$ cat src/design/pfa_pkg.sv
// shared types and constants of the partition fit allocator
`default_nettype none

package pfa_pkg;

	// fixed field widths of the channel words
	localparam int unsigned CMD_W        = 1;
	localparam int unsigned BLK_IDX_W    = 4;
	localparam int unsigned REQ_SIZE_W   = 16;
	localparam int unsigned STATUS_W     = 2;
	localparam int unsigned CAP_LEFT_W   = 16;

	// configuration port
	localparam int unsigned CFG_IDX_W    = 1;
	localparam int unsigned CFG_DATA_W   = 5;
	localparam int unsigned FIT_MODE_W   = 2;
	localparam int unsigned BLK_IN_USE_W = 5;

	typedef enum logic [CFG_IDX_W-1:0] {
		REG_FIT_MODE      = 1'b0,
		REG_BLOCKS_IN_USE = 1'b1
	} cfg_reg_t;

	typedef enum logic [FIT_MODE_W-1:0] {
		FIT_FIRST = 2'd0,
		FIT_BEST  = 2'd1,
		FIT_WORST = 2'd2,
		FIT_NEXT  = 2'd3
	} fit_mode_t;

	typedef enum logic [CMD_W-1:0] {
		CMD_LOAD    = 1'b0,
		CMD_REQUEST = 1'b1
	} cmd_t;

	typedef enum logic [STATUS_W-1:0] {
		ST_LOADED        = 2'd0,
		ST_ALLOCATED     = 2'd1,
		ST_NOT_ALLOCATED = 2'd2
	} status_t;

	typedef enum logic [2:0] {
		S_IDLE = 3'b001,
		S_SCAN = 3'b010,
		S_FIN  = 3'b100
	} state_t;

endpackage

`default_nettype wire

$ cat src/design/pfa_req_if.sv
// input channel: load or request word
`default_nettype none

interface pfa_req_if
	import pfa_pkg::*;
();
	logic                  valid;
	logic                  ready;
	logic [CMD_W-1:0]      command;
	logic [BLK_IDX_W-1:0]  block_index;
	logic [REQ_SIZE_W-1:0] request_size;

	modport source (output valid, output command, output block_index,
		output request_size, input ready);
	modport sink (input valid, input command, input block_index,
		input request_size, output ready);
endinterface

`default_nettype wire

$ cat src/design/pfa_rsp_if.sv
// result channel: status, granted block and capacity left
`default_nettype none

interface pfa_rsp_if
	import pfa_pkg::*;
();
	logic                  valid;
	logic                  ready;
	logic [STATUS_W-1:0]   status;
	logic [BLK_IDX_W-1:0]  granted_block;
	logic [CAP_LEFT_W-1:0] capacity_left;

	modport source (output valid, output status, output granted_block,
		output capacity_left, input ready);
	modport sink (input valid, input status, input granted_block,
		input capacity_left, output ready);
endinterface

`default_nettype wire

$ cat src/design/pfa_cfg_if.sv
// configuration write channel
`default_nettype none

interface pfa_cfg_if
	import pfa_pkg::*;
();
	logic                  valid;
	logic                  ready;
	logic [CFG_IDX_W-1:0]  index;
	logic [CFG_DATA_W-1:0] data;

	modport source (output valid, output index, output data, input ready);
	modport sink (input valid, input index, input data, output ready);
endinterface

`default_nettype wire

$ cat src/design/pfa_cap_store.sv
// capacity memory with one read and one write port and a clearing sweep after reset
`default_nettype none

module pfa_cap_store
	import pfa_pkg::*;
#(
	parameter int unsigned DEPTH = 16,
	parameter int unsigned WIDTH = 16
) (
	input  logic                     clk,
	input  logic                     arst_n,
	input  logic                     rd_en,
	input  logic [$clog2(DEPTH)-1:0] rd_addr,
	output logic [WIDTH-1:0]         rd_data,
	input  logic                     wr_en,
	input  logic [$clog2(DEPTH)-1:0] wr_addr,
	input  logic [WIDTH-1:0]         wr_data,
	output logic                     busy
);
	localparam int unsigned AW = $clog2(DEPTH);

	logic [WIDTH-1:0] mem [DEPTH];
	logic [WIDTH-1:0] rd_data_q;
	logic [AW-1:0]    clr_addr_q;
	logic             busy_q;

	always_ff @(posedge clk or negedge arst_n) begin
		if (!arst_n) begin
			clr_addr_q <= '0;
			busy_q     <= 1'b1;
		end else if (busy_q) begin
			if (32'(clr_addr_q) == DEPTH - 1) begin
				busy_q <= 1'b0;
			end
			clr_addr_q <= clr_addr_q + AW'(1);
		end
	end

	always_ff @(posedge clk) begin
		if (busy_q) begin
			mem[clr_addr_q] <= '0;
		end else if (wr_en) begin
			mem[wr_addr] <= wr_data;
		end
		if (rd_en) begin
			rd_data_q <= mem[rd_addr];
		end
	end

	assign rd_data = rd_data_q;
	assign busy    = busy_q;

endmodule

`default_nettype wire

$ cat src/design/partition_fit_allocator_unit.sv
// Partition fit allocator: keeps a remaining capacity per block in a memory with one
// read and one write port and grants requests by first, best, worst or next fit. A
// request word searches n entries, where n is blocks_in_use saturated to NUM_BLOCKS:
// the capacity memory is read one entry per cycle over its read port, then the
// reduced capacity is written back. After reset the memory is swept to zero, and no
// word is accepted during the sweep; configuration writes are taken at any time. A
// result waits in an output register until taken; the next word may be accepted
// meanwhile, but its own result is held back until the earlier one has gone.
`default_nettype none

module partition_fit_allocator_unit
	import pfa_pkg::*;
#(
	parameter int unsigned NUM_BLOCKS = 16,
	parameter int unsigned SIZE_WIDTH = 16
) (
	input  logic       clk,
	input  logic       arst_n,
	pfa_req_if.sink    req,
	pfa_rsp_if.source  rsp,
	pfa_cfg_if.sink    cfg
);
	localparam int unsigned IDX_W = $clog2(NUM_BLOCKS);
	localparam int unsigned CNT_W = $clog2(NUM_BLOCKS + 1);

	state_t                  state_q;
	fit_mode_t               fit_mode_q;
	logic [BLK_IN_USE_W-1:0] blocks_q;
	logic [IDX_W-1:0]        ptr_q;

	cmd_t                    cmd_q;
	logic [SIZE_WIDTH-1:0]   size_q;
	logic [BLK_IDX_W-1:0]    load_idx_q;
	logic                    load_ok_q;
	logic [CNT_W-1:0]        n_q;
	logic [CNT_W-1:0]        issued_q;
	logic [IDX_W-1:0]        addr_q;
	logic                    found_q;
	logic [IDX_W-1:0]        best_idx_q;
	logic [SIZE_WIDTH-1:0]   best_cap_q;
	logic                    rd_valid_s1;
	logic [IDX_W-1:0]        rd_addr_s1;

	logic                    out_valid_q;
	status_t                 status_q;
	logic [BLK_IDX_W-1:0]    block_q;
	logic [CAP_LEFT_W-1:0]   cap_left_q;

	logic                    clearing;
	logic                    in_take;
	logic                    fin_go;
	logic [CNT_W-1:0]        n_c;
	logic [IDX_W-1:0]        start_c;
	logic                    rd_en;
	logic [SIZE_WIDTH-1:0]   rd_data;
	logic                    fits;
	logic                    take;
	logic                    wr_en;
	logic [IDX_W-1:0]        wr_addr;
	logic [SIZE_WIDTH-1:0]   wr_data;
	logic [SIZE_WIDTH-1:0]   reduced;

	pfa_cap_store #(
		.DEPTH (NUM_BLOCKS),
		.WIDTH (SIZE_WIDTH)
	) u_store (
		.clk     (clk),
		.arst_n  (arst_n),
		.rd_en   (rd_en),
		.rd_addr (addr_q),
		.rd_data (rd_data),
		.wr_en   (wr_en),
		.wr_addr (wr_addr),
		.wr_data (wr_data),
		.busy    (clearing)
	);

	// configuration
	assign cfg.ready = 1'b1;

	always_ff @(posedge clk or negedge arst_n) begin
		if (!arst_n) begin
			fit_mode_q <= FIT_FIRST;
			blocks_q   <= BLK_IN_USE_W'(16);
		end else if (cfg.valid) begin
			case (cfg.index)
				REG_FIT_MODE:      fit_mode_q <= fit_mode_t'(cfg.data[FIT_MODE_W-1:0]);
				REG_BLOCKS_IN_USE: blocks_q <= cfg.data[BLK_IN_USE_W-1:0];
				default:           ;
			endcase
		end
	end

	// searched entries, saturated to the table size
	always_comb begin
		if (32'(blocks_q) > NUM_BLOCKS) begin
			n_c = CNT_W'(NUM_BLOCKS);
		end else begin
			n_c = CNT_W'(blocks_q);
		end
		if (fit_mode_q == FIT_NEXT && 32'(ptr_q) < 32'(n_c)) begin
			start_c = ptr_q;
		end else begin
			start_c = '0;
		end
	end

	assign req.ready = (state_q == S_IDLE) && !clearing;
	assign in_take   = req.valid && req.ready;
	assign fin_go    = (state_q == S_FIN) && (!out_valid_q || rsp.ready);
	assign rd_en     = (state_q == S_SCAN) && (issued_q != n_q);

	// scan compare on the word read last cycle
	assign fits = rd_data >= size_q;
	always_comb begin
		take = 1'b0;
		if (rd_valid_s1 && fits) begin
			case (fit_mode_q)
				FIT_BEST:  take = !found_q || (rd_data < best_cap_q);
				FIT_WORST: take = !found_q || (rd_data > best_cap_q);
				default:   take = !found_q;
			endcase
		end
	end

	// write back: loaded capacity or reduced capacity of the chosen block
	assign reduced = best_cap_q - size_q;
	always_comb begin
		if (cmd_q == CMD_LOAD) begin
			wr_en   = fin_go && load_ok_q;
			wr_addr = IDX_W'(load_idx_q);
			wr_data = size_q;
		end else begin
			wr_en   = fin_go && found_q;
			wr_addr = best_idx_q;
			wr_data = reduced;
		end
	end

	always_ff @(posedge clk or negedge arst_n) begin
		if (!arst_n) begin
			state_q     <= S_IDLE;
			ptr_q       <= '0;
			found_q     <= 1'b0;
			issued_q    <= '0;
			rd_valid_s1 <= 1'b0;
			out_valid_q <= 1'b0;
		end else begin
			rd_valid_s1 <= rd_en;
			if (fin_go) begin
				out_valid_q <= 1'b1;
			end else if (rsp.ready) begin
				out_valid_q <= 1'b0;
			end
			case (state_q)
				S_IDLE: begin
					if (in_take) begin
						found_q  <= 1'b0;
						issued_q <= '0;
						if (cmd_t'(req.command) == CMD_LOAD) begin
							state_q <= S_FIN;
						end else begin
							state_q <= S_SCAN;
						end
					end
				end
				S_SCAN: begin
					if (rd_en) begin
						issued_q <= issued_q + CNT_W'(1);
					end else begin
						state_q <= S_FIN;
					end
					if (take) begin
						found_q <= 1'b1;
					end
				end
				S_FIN: begin
					if (fin_go) begin
						state_q <= S_IDLE;
						if (cmd_q == CMD_REQUEST && found_q && fit_mode_q == FIT_NEXT) begin
							ptr_q <= best_idx_q;
						end
					end
				end
				default: state_q <= S_IDLE;
			endcase
		end
	end

	// datapath registers
	always_ff @(posedge clk) begin
		if (in_take) begin
			cmd_q      <= cmd_t'(req.command);
			size_q     <= SIZE_WIDTH'(req.request_size);
			load_idx_q <= req.block_index;
			load_ok_q  <= 32'(req.block_index) < NUM_BLOCKS;
			n_q        <= n_c;
			addr_q     <= start_c;
		end else if (rd_en) begin
			if (32'(addr_q) + 32'd1 == 32'(n_q)) begin
				addr_q <= '0;
			end else begin
				addr_q <= addr_q + IDX_W'(1);
			end
		end
		rd_addr_s1 <= addr_q;
		if (take) begin
			best_idx_q <= rd_addr_s1;
			best_cap_q <= rd_data;
		end
		if (fin_go) begin
			if (cmd_q == CMD_LOAD) begin
				status_q   <= ST_LOADED;
				block_q    <= load_idx_q;
				cap_left_q <= load_ok_q ? CAP_LEFT_W'(size_q) : '0;
			end else if (found_q) begin
				status_q   <= ST_ALLOCATED;
				block_q    <= BLK_IDX_W'(best_idx_q);
				cap_left_q <= CAP_LEFT_W'(reduced);
			end else begin
				status_q   <= ST_NOT_ALLOCATED;
				block_q    <= '0;
				cap_left_q <= '0;
			end
		end
	end

	assign rsp.valid         = out_valid_q;
	assign rsp.status        = status_q;
	assign rsp.granted_block = block_q;
	assign rsp.capacity_left = cap_left_q;

	// the capacity memory is never read and written in the same cycle
	assert property (@(posedge clk) disable iff (!arst_n) !(rd_en && wr_en))
		else $error("capacity memory read and write overlap");

	// the scan never issues more reads than entries searched
	assert property (@(posedge clk) disable iff (!arst_n)
		(state_q == S_SCAN) |-> (issued_q <= n_q))
		else $error("scan ran past the searched entries");

	// a granted block lies within the searched entries
	assert property (@(posedge clk) disable iff (!arst_n)
		(fin_go && cmd_q == CMD_REQUEST && found_q) |-> (32'(best_idx_q) < 32'(n_q)))
		else $error("granted block outside searched range");

	// a compare result arrives only the cycle after a read was issued
	assert property (@(posedge clk) disable iff (!arst_n)
		rd_valid_s1 |-> $past(rd_en))
		else $error("read data flagged without a read");

endmodule

`default_nettype wire
$ cat src/flat_wrapper.sv
// flat-port wrapper written by rule: the top's interface ports become plain ports
module partition_fit_allocator_unit_flat import pfa_pkg::*;
#(
	parameter int unsigned NUM_BLOCKS = 16,
	parameter int unsigned SIZE_WIDTH = 16
)
  (clk, arst_n, req_valid, req_command, req_block_index, req_request_size, req_ready, rsp_valid, rsp_status, rsp_granted_block, rsp_capacity_left, rsp_ready, cfg_valid, cfg_index, cfg_data, cfg_ready);
  pfa_req_if req_i ();
  pfa_rsp_if rsp_i ();
  pfa_cfg_if cfg_i ();
  input  logic clk;
  input  logic arst_n;
  input wire logic [$bits(req_i.valid)-1:0] req_valid;
  input wire logic [$bits(req_i.command)-1:0] req_command;
  input wire logic [$bits(req_i.block_index)-1:0] req_block_index;
  input wire logic [$bits(req_i.request_size)-1:0] req_request_size;
  output wire logic [$bits(req_i.ready)-1:0] req_ready;
  output wire logic [$bits(rsp_i.valid)-1:0] rsp_valid;
  output wire logic [$bits(rsp_i.status)-1:0] rsp_status;
  output wire logic [$bits(rsp_i.granted_block)-1:0] rsp_granted_block;
  output wire logic [$bits(rsp_i.capacity_left)-1:0] rsp_capacity_left;
  input wire logic [$bits(rsp_i.ready)-1:0] rsp_ready;
  input wire logic [$bits(cfg_i.valid)-1:0] cfg_valid;
  input wire logic [$bits(cfg_i.index)-1:0] cfg_index;
  input wire logic [$bits(cfg_i.data)-1:0] cfg_data;
  output wire logic [$bits(cfg_i.ready)-1:0] cfg_ready;
  assign req_i.valid = req_valid;
  assign req_i.command = req_command;
  assign req_i.block_index = req_block_index;
  assign req_i.request_size = req_request_size;
  assign req_ready = req_i.ready;
  assign rsp_valid = rsp_i.valid;
  assign rsp_status = rsp_i.status;
  assign rsp_granted_block = rsp_i.granted_block;
  assign rsp_capacity_left = rsp_i.capacity_left;
  assign rsp_i.ready = rsp_ready;
  assign cfg_i.valid = cfg_valid;
  assign cfg_i.index = cfg_index;
  assign cfg_i.data = cfg_data;
  assign cfg_ready = cfg_i.ready;
  partition_fit_allocator_unit #(.NUM_BLOCKS(NUM_BLOCKS), .SIZE_WIDTH(SIZE_WIDTH)) u_core (.clk(clk), .arst_n(arst_n), .req(req_i), .rsp(rsp_i), .cfg(cfg_i));
endmodule
$ cat config.mk
export PLATFORM = sky130hd
export DESIGN_NAME = partition_fit_allocator_unit_flat
export DESIGN_NICKNAME = d
export VERILOG_FILES = /design/src/design/pfa_pkg.sv /design/src/design/pfa_req_if.sv /design/src/design/pfa_rsp_if.sv /design/src/design/pfa_cfg_if.sv /design/src/design/pfa_cap_store.sv /design/src/design/partition_fit_allocator_unit.sv /design/src/flat_wrapper.sv
export SDC_FILE = /design/constraint.sdc
export NUM_CORES = 1
export LEC_CHECK = 0
export ABC_AREA = 1
export BUFFER_PORTS_ARGS = -buffer_cell sky130_fd_sc_hd__buf_2
export CAP_MARGIN = 20
export CORE_UTILIZATION = 30
export DETAILED_ROUTE_END_ITERATION = 16
export HOLD_SLACK_MARGIN = 0.05
export PLACE_DENSITY = 0.49
export REMOVE_ABC_BUFFERS = 1
export SYNTH_ARGS = -nofsm -noshare
export SYNTH_HDL_FRONTEND = slang
export SYNTH_SLANG_ARGS = --single-unit
$ cat constraint.sdc
create_clock -name clk -period 4.15 [get_ports clk]
set_clock_uncertainty 0.2 [all_clocks]
set_input_delay 1.0375 -clock clk [delete_from_list [all_inputs] [get_ports clk]]
set_output_delay 1.0375 -clock clk [all_outputs]
set_load 0.1 [all_outputs]
Yosys cells after proc, flatten, opt, wreduce, memory -nomap -nowiden
Memories as Yosys holds them, arrays and structs flattened. A register that Yosys moved wholly into a read port is not among the register bits.
Cells that the tools add are included.
W data, S select, Z words.
{"block": "totals", "romBits": 0, "mem_bits_rw": 256, "latch_bits": 0, "word_cells": 110, "output_inout_bits": 25, "reg_bits": 103, "input_bits": 32, "mem_count": 1}
{"memory": "u_core.u_store.mem", "words": 16, "width": 16, "read_ports": 1, "rd_clocked_by_memory_dff": 1, "wr": 1, "line": "pfa_cap_store.sv:22", "source": "logic [WIDTH-1:0] mem [DEPTH];"}
{"block": "op_classes", "n_div": 0, "reduce_logical": 25, "add_sub_neg": 5, "n_eq_ne": 14, "multipliers": 0, "muxes": 38, "n_shift": 0, "bitwise": 1, "order_cmp": 5}
{"op": "$mux W16", "count": 4}
{"op": "$eq A32 B5 Y1", "count": 1}
{"op": "$mux W4", "count": 8}
{"op": "$ge A16 B16 Y1", "count": 1}
{"op": "$gt A16 B16 Y1", "count": 1}
{"op": "$lt A16 B16 Y1", "count": 1}
{"op": "$reduce_or A16 Y1", "count": 1}
{"op": "$sub A16 B16 Y16", "count": 1}
{"op": "$mux W5", "count": 3}
{"op": "$mux W1", "count": 14}
{"op": "$mux W3", "count": 4}
{"op": "$reduce_and A3 Y1", "count": 4}
{"op": "$pmux W5 S2", "count": 1}
{"op": "$logic_and A1 B1 Y1", "count": 9}
{"op": "$pmux W3 S3", "count": 1}
{"op": "$add A4 B1 Y4 const B", "count": 2}
{"op": "$ne A2 B1 Y1 const B", "count": 4}
{"op": "$reduce_bool A2 Y1", "count": 3}
{"op": "$add A4 B1 Y5 const B", "count": 1}
{"op": "$add A5 B1 Y5 const B", "count": 1}
{"op": "$gt A5 B5 Y1 const B", "count": 1}
{"op": "$lt A4 B5 Y1", "count": 1}
{"op": "$ne A5 B5 Y1", "count": 1}
{"op": "$eq A2 B2 Y1 const B", "count": 2}
{"op": "other kinds (12)", "count": 18}

Longest topological paths before layout
Gate-level depths: netlist of run 1.
{"block": "logic_depth", "depth_word": 10, "ltp_mapped": 16, "mapped_depth_nobuf": 16}

By module
From an unflattened synthesis of run 1, not the netlist that was laid out.
{"block": "unflattened", "cells_unflattened": 1752, "area_unflattened_um2": 17589.4}
{"mod": "pfa_cap_store", "area_each_um2": 11898.9, "seq_area_each_um2": 8294.2, "n_inst": 1, "cells_each": 1142}
{"mod": "partition_fit_allocator_unit", "area_each_um2": 5690.5, "seq_area_each_um2": 2795.2, "n_inst": 1, "cells_each": 610}

Worst setup path before layout of run 1
Ideal clock, no wire load.
{"block": "synth_path", "path_type": "register to register", "from": "register u_core.state_q[0]", "to": "register u_core.addr_q[0] (enable)", "path_buffers": 0, "t_arrival_ps": 3143, "required_ps": 3648, "setup_slack_ps": 504, "period_less_slack_ps": 3646, "path_stages_with_launch": 9, "path_cell_list": "dfstp_2 inv_2 nor3_2 inv_2 nor2_1 nand2_1 clkinv_1 nor2_4 inv_2"}
{"block": "synth_via", "elab_chain_cells": 4, "elab_cells_between_ends": 6}
{"element": "from (decl)", "line": "partition_fit_allocator_unit.sv:26", "source": "state_t state_q;"}
{"element": "from (signal assigned)", "line": "partition_fit_allocator_unit.sv:142", "source": "state_q <= S_IDLE;"}
{"element": "from (signal assigned)", "line": "partition_fit_allocator_unit.sv:161", "source": "state_q <= S_FIN;"}
{"element": "from (signal assigned)", "line": "partition_fit_allocator_unit.sv:163", "source": "state_q <= S_SCAN;"}
{"element": "$eq A3 B1 Y1", "line": "partition_fit_allocator_unit.sv:108", "source": "assign req.ready = (state_q == S_IDLE) && !clearing;"}
{"element": "$logic_and A1 B1 Y1", "line": "partition_fit_allocator_unit.sv:108"}
{"element": "net req_ready", "line": "flat_wrapper.sv:17", "source": "output wire logic [$bits(req_i.ready)-1:0] req_ready;"}
{"element": "$logic_and A1 B1 Y1", "line": "partition_fit_allocator_unit.sv:109", "source": "assign in_take = req.valid && req.ready;"}
{"element": "net u_core.in_take", "line": "partition_fit_allocator_unit.sv:50", "source": "logic in_take;"}
{"element": "$reduce_bool A2 Y1 (no line)"}
{"element": "to (signal assigned)", "line": "partition_fit_allocator_unit.sv:198", "source": "addr_q <= start_c;"}
{"element": "to (signal assigned)", "line": "partition_fit_allocator_unit.sv:203", "source": "addr_q <= addr_q + IDX_W'(1);"}
{"element": "to (decl)", "line": "partition_fit_allocator_unit.sv:37", "source": "logic [IDX_W-1:0] addr_q;"}
The timed path passes the listed nets, and every way through them passes these cells.
A chain may end at the register's enable or synchronous reset.

Final worst setup path of run 1
{"block": "layout_path", "from": "register u_core.best_cap_q[0]", "to": "memory u_core.u_store.mem[8][12] (data pin)"}
{"block": "layout_via", "elab_chain_cells": 3}
{"element": "from (decl)", "line": "partition_fit_allocator_unit.sv:40", "source": "logic [SIZE_WIDTH-1:0] best_cap_q;"}
{"element": "from (signal assigned)", "line": "partition_fit_allocator_unit.sv:209", "source": "best_cap_q <= rd_data;"}
{"element": "$sub A16 B16 Y16", "line": "partition_fit_allocator_unit.sv:127", "source": "assign reduced = best_cap_q - size_q;"}
{"element": "$mux W16", "line": "partition_fit_allocator_unit.sv:129", "source": "if (cmd_q == CMD_LOAD) begin"}
{"element": "$mux W16 (no line)"}
{"element": "to (decl)", "line": "pfa_cap_store.sv:22"}
No other way between the ends.

==> flow_summary.toml, run 1 <==
[synthesis]
postSynthRegisterBits = 375
synth_top_flop_cell = "sky130_fd_sc_hd__edfxtp_1"
yosys.cell_types.count = 57
synth.yosys.warnings = 0
yosys-top-cells-area = "sky130_fd_sc_hd__edfxtp_1 (64%), sky130_fd_sc_hd__nand2_1 (5.6%), sky130_fd_sc_hd__ha_1 (4.2%), sky130_fd_sc_hd__dfrtp_1 (3.7%), sky130_fd_sc_hd__o21ai_0 (3.6%)"
synth_area_leader_cell = "sky130_fd_sc_hd__edfxtp_1"
post-synth-top-area-fraction_pct = 63.6
synth_commonest_cells = "sky130_fd_sc_hd__edfxtp_1 (344), sky130_fd_sc_hd__nand2_1 (244), sky130_fd_sc_hd__nor2_1 (138), sky130_fd_sc_hd__o21ai_0 (116), sky130_fd_sc_hd__inv_1 (100)"
synthMostInstantiatedCell = "sky130_fd_sc_hd__edfxtp_1"
synth_edf_count = 344
synth_sequential_area_ratio_pct = 68.3
asyncSetResetFlopFracSynth_pct = 7.20
synth_area_mm2 = 0.0162
postSynthAreaPerCell_um2 = 11.9
syn-instance-count = 1370

[detailed_routing]
detail_route.wirelength_um = 41100
drc_errors = 0
first_iter_violations = 857
vias_per_cell = 4.83
detailroute.via_count = 10501
drt_pass1_iterations = 5
routed_wire_length_per_instance_um = 18.9
drt.antenna.violating_nets = 0

[layout]
utilization_pct = 35.4
multiInputGateArea_mm2 = 0.00454
num-fill-cells = 5185
final_net_count = 1546
drive_above_1_share_pct = 14.1
diodes = 0
areaGrowthSynthToFinish_pct = 15.8
seqCellArea_mm2 = 0.0111

[critical_path]
critical_path.most_common_cell = "sky130_fd_sc_hd__nand2_1"
regToRegSetupSlack_ns = 0.80
cp-start-kind = "flop"
cpLargestDelayFamily = "simple AND/OR/NAND/NOR gates"
max_stage_delay_ns = 0.75
number_of_buffers_and_inverters_on_the_critical_path = 2
critPathSlowestCell = "sky130_fd_sc_hd__nor2_1"
cp.required_ns = 4.18
worst-setup-path-type = "reg2reg"
timing.critical_path.fanout_max = 16
worst_setup_path_end_kind = "flop"
cp_data_arrival_time_ns = 3.38
critical_path.cell_chain = "inv_1, ha_1, inv_1, fa_1, nand3_1, nand2_1, a21oi_2, o21bai_1, nand2_1, nand2_1, nand2_1, nand2_1, nand2_1, nand2_1, nor2_1"

[placed_design]
port-buffer-count = 55
detailed_place_hpwl_um = 27400
gpl.final_weighted_congestion = 0.853

[clock_network]
number_of_cts_inserted_buffers = 41
cts_hold_buffers = 0
clkLatencyLatePin_ns = 0.56
clk_pin_slew_worst_paths_ns = 0.06
clock_sink_count = 375
clockRootBuffer = "sky130_fd_sc_hd__clkbuf_16"
cts-resized-gates = 0
tritoncts = "yes"
htree_levels = 2
cts_setup_buffers = 0
clock_tree.buffer_depth = 3

[global_route]
grt_start_max_net_pins = 133
overall_global_routing_resource_usage_pct = 14.8
final_global_route_overflow_total = 0
via_count_of_the_first_global_routing_pass = 10212
antenna_found_initial = 0
grt_pass1_wl_um = 62300

[hold_path]
worst_hold_path_type = "reg2reg"

[timing]
final.setup.tns_ns = 0
finalHoldViolations = 0
layout_worst_path_cycle_share_pct = 80.7
worst-slew-pin-transition_ns = 0.972
slew_violations = 0
setup-violations-final = 0
rsz0062_at_grt = "no"
slew_headroom_pct = 35.0
layout_min_cycle_time_ns = 3.35
fmaxAchievable_mhz = 299

[run_status]
outcome = "finished, final reports clean"

[pwr]
power.static_leakage_uw = 0.00714
ir_drop_v = 0.000352
power.density_mw_per_mm2 = 616

[flow_run]
maxCapViolCount = 0

[die]
start_util_pct = 30.6
die_area_mm2 = 0.0551
boundaryPins = 57
row_count = 84
chipWidth_um = 235
fp.coreArea_mm2 = 0.0531
dieHeight_um = 235
-- per-layer routing --
metal  track usage (%)  vias to the layer above  routed length (um)  part of all wire, %
met3              2.33                       52                1680                  4.1
met4              4.19                        0                 804                  2.0
li1                  -                     5053                   -                    -
met5                 0                        -                   0                    0
met1              21.6                     5175               20400                   50
met2              22.6                      221               18200                   44
-- flip-flops by register name, indices dropped and copies added, names as in the netlist, 5 cells and up --
register and flops:
u_core.blocks_q 5, u_core.u_store.rd_data 16, u_core.n_q 5, u_core.best_cap_q 16, u_core.size_q 16, u_core.issued_q 5, u_core.rsp.capacity_left 16, u_core.u_store.mem 256
-- worst register-to-register path: stages, from the launching register on --
cell	delay, ns
sky130_fd_sc_hd__edfxtp_1	0.39
sky130_fd_sc_hd__inv_1	0.07
sky130_fd_sc_hd__ha_1	0.14
sky130_fd_sc_hd__inv_1	0.06
sky130_fd_sc_hd__fa_1	0.41
sky130_fd_sc_hd__nand3_1	0.09
sky130_fd_sc_hd__nand2_1	0.11
sky130_fd_sc_hd__a21oi_2	0.24
sky130_fd_sc_hd__o21bai_1	0.14
sky130_fd_sc_hd__nand2_1	0.10
sky130_fd_sc_hd__nand2_1	0.05
sky130_fd_sc_hd__nand2_1	0.06
sky130_fd_sc_hd__nand2_1	0.05
sky130_fd_sc_hd__nand2_1	0.05
sky130_fd_sc_hd__nand2_1	0.10
sky130_fd_sc_hd__nor2_1	0.75
-- final timing paths --
check / start / end / cells after the start
setup / recovery: u_core.best_cap_q[0] / u_core.u_store.mem[8][12] / 15
hold / removal: u_core.rd_addr_s1[3] / u_core.best_idx_q[3] / 0
setup reg to reg: u_core.best_cap_q[0] / u_core.u_store.mem[8][12] / 15
hold reg to reg: u_core.rd_addr_s1[3] / u_core.best_idx_q[3] / 0
max in group asynchronous: arst_n / u_core.u_store.clr_addr_q[3] / 1
min in group asynchronous: arst_n / u_core.fit_mode_q[0] / 1
-- power breakdown --
| part | total, uW | internal, uW | switching, uW |
|---|---|---|---|
| clock | 3490 | 2010 | 1480 |
| sequential | 4640 | 4490 | 155 |
| combinational | 3450 | 928 | 2530 |
-- placed cells by master, fill, tap and decap left out, types with 4 or more instances in the layout --
| cell type | n |
|---|---|
| sky130_fd_sc_hd__a21oi_1 | 68 |
| sky130_fd_sc_hd__a221oi_1 | 16 |
| sky130_fd_sc_hd__buf_2 | 55 |
| sky130_fd_sc_hd__buf_4 | 43 |
| sky130_fd_sc_hd__clkbuf_1 | 11 |
| sky130_fd_sc_hd__clkbuf_16 | 41 |
| sky130_fd_sc_hd__clkinv_1 | 6 |
| sky130_fd_sc_hd__clkinv_2 | 9 |
| sky130_fd_sc_hd__dfrtp_1 | 24 |
| sky130_fd_sc_hd__dfxtp_1 | 4 |
| sky130_fd_sc_hd__edfxtp_1 | 344 |
| sky130_fd_sc_hd__ha_1 | 55 |
| sky130_fd_sc_hd__inv_1 | 99 |
| sky130_fd_sc_hd__inv_2 | 9 |
| sky130_fd_sc_hd__nand2_1 | 244 |
| sky130_fd_sc_hd__nand2_2 | 5 |
| sky130_fd_sc_hd__nand3_1 | 57 |
| sky130_fd_sc_hd__nand4_1 | 19 |
| sky130_fd_sc_hd__nor2_1 | 121 |
| sky130_fd_sc_hd__nor2_2 | 18 |
| sky130_fd_sc_hd__nor3_1 | 4 |
| sky130_fd_sc_hd__o21ai_0 | 116 |
| sky130_fd_sc_hd__o21ai_1 | 5 |
| sky130_fd_sc_hd__o221ai_1 | 16 |
| sky130_fd_sc_hd__o22ai_1 | 22 |
| sky130_fd_sc_hd__xnor2_1 | 9 |
| sky130_fd_sc_hd__xor2_1 | 10 |
-- cell families after synthesis --
group	share of synthesized area (%)
flops	68.3
mux	0.139
fa+ha+maj	4.36
xor+xnor	1.02
compound gates	9.54
simple gates	12.6
buf+inv	4.08
other cells	0.0231
-- area by class of cell --
class / count / share of cell area (%)
Timing Repair Buffer: 101 / 3.45
Multi-Input combinational cell: 828 / 24.1
Sequential cell: 375 / 58.9
Clock buffer: 52 / 5.67
Clock inverter: 19 / 1.00
Inverter: 111 / 2.23
Tap cell: 688 / 4.58
-- stage by stage --
step                      cell area (um^2)  instances  power, uW  worst slack, ns  hold slack, ns
after floorplan                      16000       1314       6850            -1.71           0.186
after global placement               17500       2099       8150            0.590           0.186
after detailed placement             17500       2101       8170            0.560           0.189
after CTS                            18800       2172      11700            0.757           0.203
after global routing                 18800       2174      12200            0.451           0.213
final                                18800       2174      11600            0.802           0.203
Power figures use the tool's default switching activity.
==> run 2: changes to the inputs <==
Clock period 4.15 ns to 3.19 ns, I/O delays scaled along.
==> run 2 against run 1 <==
Sequential power grew 30%; combinational power grew 35%; die area is the same; register-to-register slack lost 0.57 ns; sequential share of layout area shrank 1.5 points; final cell count grew 1.4%; critical path type is now reg2out; largest cell class unchanged.
==> flow_summary.toml, run 2 (synthesis results as in run 1) <==
[timing]
setup-violations-final = 0
fin_worst_hold_slack_ns = 0.0718
fmaxAchievable_mhz = 331
final.setup.tns_ns = 0
layout_min_cycle_time_ns = 3.02
worst-slew-pin-transition_ns = 0.684
slew_headroom_pct = 53.8
layout_worst_path_cycle_share_pct = 94.7
rsz0062_at_grt = "no"
finalHoldViolations = 0
slew_violations = 0

[global_route]
via_count_of_the_first_global_routing_pass = 10701
antenna_found_initial = 0
overall_global_routing_resource_usage_pct = 15.7
final_global_route_overflow_total = 0
grt_pass1_wl_um = 65900
grt_start_max_net_pins = 133

[critical_path]
rr_endpoint = "u_core.u_store.mem[7][8]"
critical_path.most_common_cell = "sky130_fd_sc_hd__inv_2"
timing.rr.start = "u_core.best_cap_q[0]"
cp_data_arrival_time_ns = 2.02
regToRegSetupSlack_ns = 0.23
reg2reg_depth = 12
critical_path.cell_chain = "inv_2, nor3_2, inv_2, nor2_1, buf_2"
timing.critical_path.fanout_max = 2
worst-setup-path-type = "reg2out"
critPathSlowestCell = "sky130_fd_sc_hd__dfstp_2"
max_stage_delay_ns = 0.53
cp.required_ns = 2.19
worst_setup_path_end_kind = "primary output"
cp-start-kind = "flop"

[layout]
utilization_pct = 36.4
layout.cells.most_common = "sky130_fd_sc_hd__edfxtp_1"
areaGrowthSynthToFinish_pct = 18.9
registers.top_by_ff_count = "u_core.u_store.mem"
final_net_count = 1572
drive_above_1_share_pct = 16.1
flip_flop_count_of_the_largest_register_all_copies_and_words_added = 256
commonest_cells_after_routing_fill_and_taps_aside = "sky130_fd_sc_hd__edfxtp_1 (344), sky130_fd_sc_hd__nand2_1 (244), sky130_fd_sc_hd__nor2_1 (119), sky130_fd_sc_hd__o21ai_0 (116), sky130_fd_sc_hd__inv_1 (99)"
final_area_mm2 = 0.0193
diodes = 0

[pwr]
ir_drop_v = 0.000478
p_total_uw = 15600
power.density_mw_per_mm2 = 808
power.static_leakage_uw = 0.00737

[clock_network]
htree_levels = 2
cts_setup_buffers = 0
number_of_cts_inserted_buffers = 43
cts-resized-gates = 2
cts_hold_buffers = 0
clockRootBuffer = "sky130_fd_sc_hd__clkbuf_16"
clkLatencyLatePin_ns = 0.58
clk_pin_slew_worst_paths_ns = 0.06
tritoncts = "yes"
clock_sink_count = 375
clock_tree.buffer_depth = 3

[placed_design]
placement_cell_area_mm2 = 0.0179
gpl.final_weighted_congestion = 0.855
detailed_place_hpwl_um = 28800
port-buffer-count = 55

[die]
chipWidth_um = 235
die_area_mm2 = 0.0551
fp.coreArea_mm2 = 0.0531
row_count = 84
start_util_pct = 30.6
dieHeight_um = 235
boundaryPins = 57

[detailed_routing]
drt.antenna.violating_nets = 0
drc_errors = 0
detail_route.wirelength_um = 43100
vias_per_cell = 4.91
detailroute.via_count = 10820
drt_pass1_iterations = 5
routed_wire_length_per_instance_um = 19.5
first_iter_violations = 1029

[hold_path]
worst_hold_path_type = "in2async"

[flow_run]
maxCapViolCount = 0

[run_status]
outcome = "finished, final reports clean"
-- run 2: per-stage QoR --
step                      std cells  setup slack, ns
after floorplan                1314            -2.67
after global placement         2127           0.0154
after detailed placement       2127          -0.0562
after CTS                      2205            0.118
after global routing           2205           0.0507
final                          2205            0.168
-- run 2: worst max-delay path by stage --
stage	start	end	slack, ns	depth (start not counted)
after global routing	u_core.best_cap_q[0]	u_core.u_store.mem[2][10]	0.05	12
after CTS	u_core.state_q[0]	req_ready	0.12	5
after global placement	u_core.best_cap_q[0]	u_core.u_store.mem[9][8]	0.02	12
after floorplan	u_core.addr_q[0]	u_core.addr_q[0]	-2.67	7
final	u_core.state_q[0]	req_ready	0.17	5
after detailed placement	u_core.best_cap_q[0]	u_core.u_store.mem[10][8]	-0.06	12
-- run 2: critical path, delay by kind of cell (launching register included) --
family | cells | cell delay (ns)
buffers and inverters | 3 | 0.57
flip-flops | 1 | 0.53
AND/OR/NAND/NOR | 2 | 0.35
-- run 2: where the power goes --
group          internal, uW  switching [uW]  total (uW)
Clock                  2890            2030        4930
Sequential             5840             197        6040
Combinational          1300            3360        4660
-- run 2: area by class of cell --
cell class / instances / area, um^2
Clock buffer: 55 / 1150
Timing Repair Buffer: 125 / 1000
Sequential cell: 375 / 11100
Fill cell: 5144 / 33800
Tap cell: 688 / 861
Clock inverter: 23 / 255
Inverter: 111 / 419
Multi-Input combinational cell: 828 / 4540
-- run 2: per-layer routing --
metal	GRT usage, %	share of wire, %	up-vias
met4	4.78	2.0	0
met3	2.63	5.1	52
li1	-	-	5118
met2	24.1	45	294
met5	0	0	-
met1	22.7	48	5356
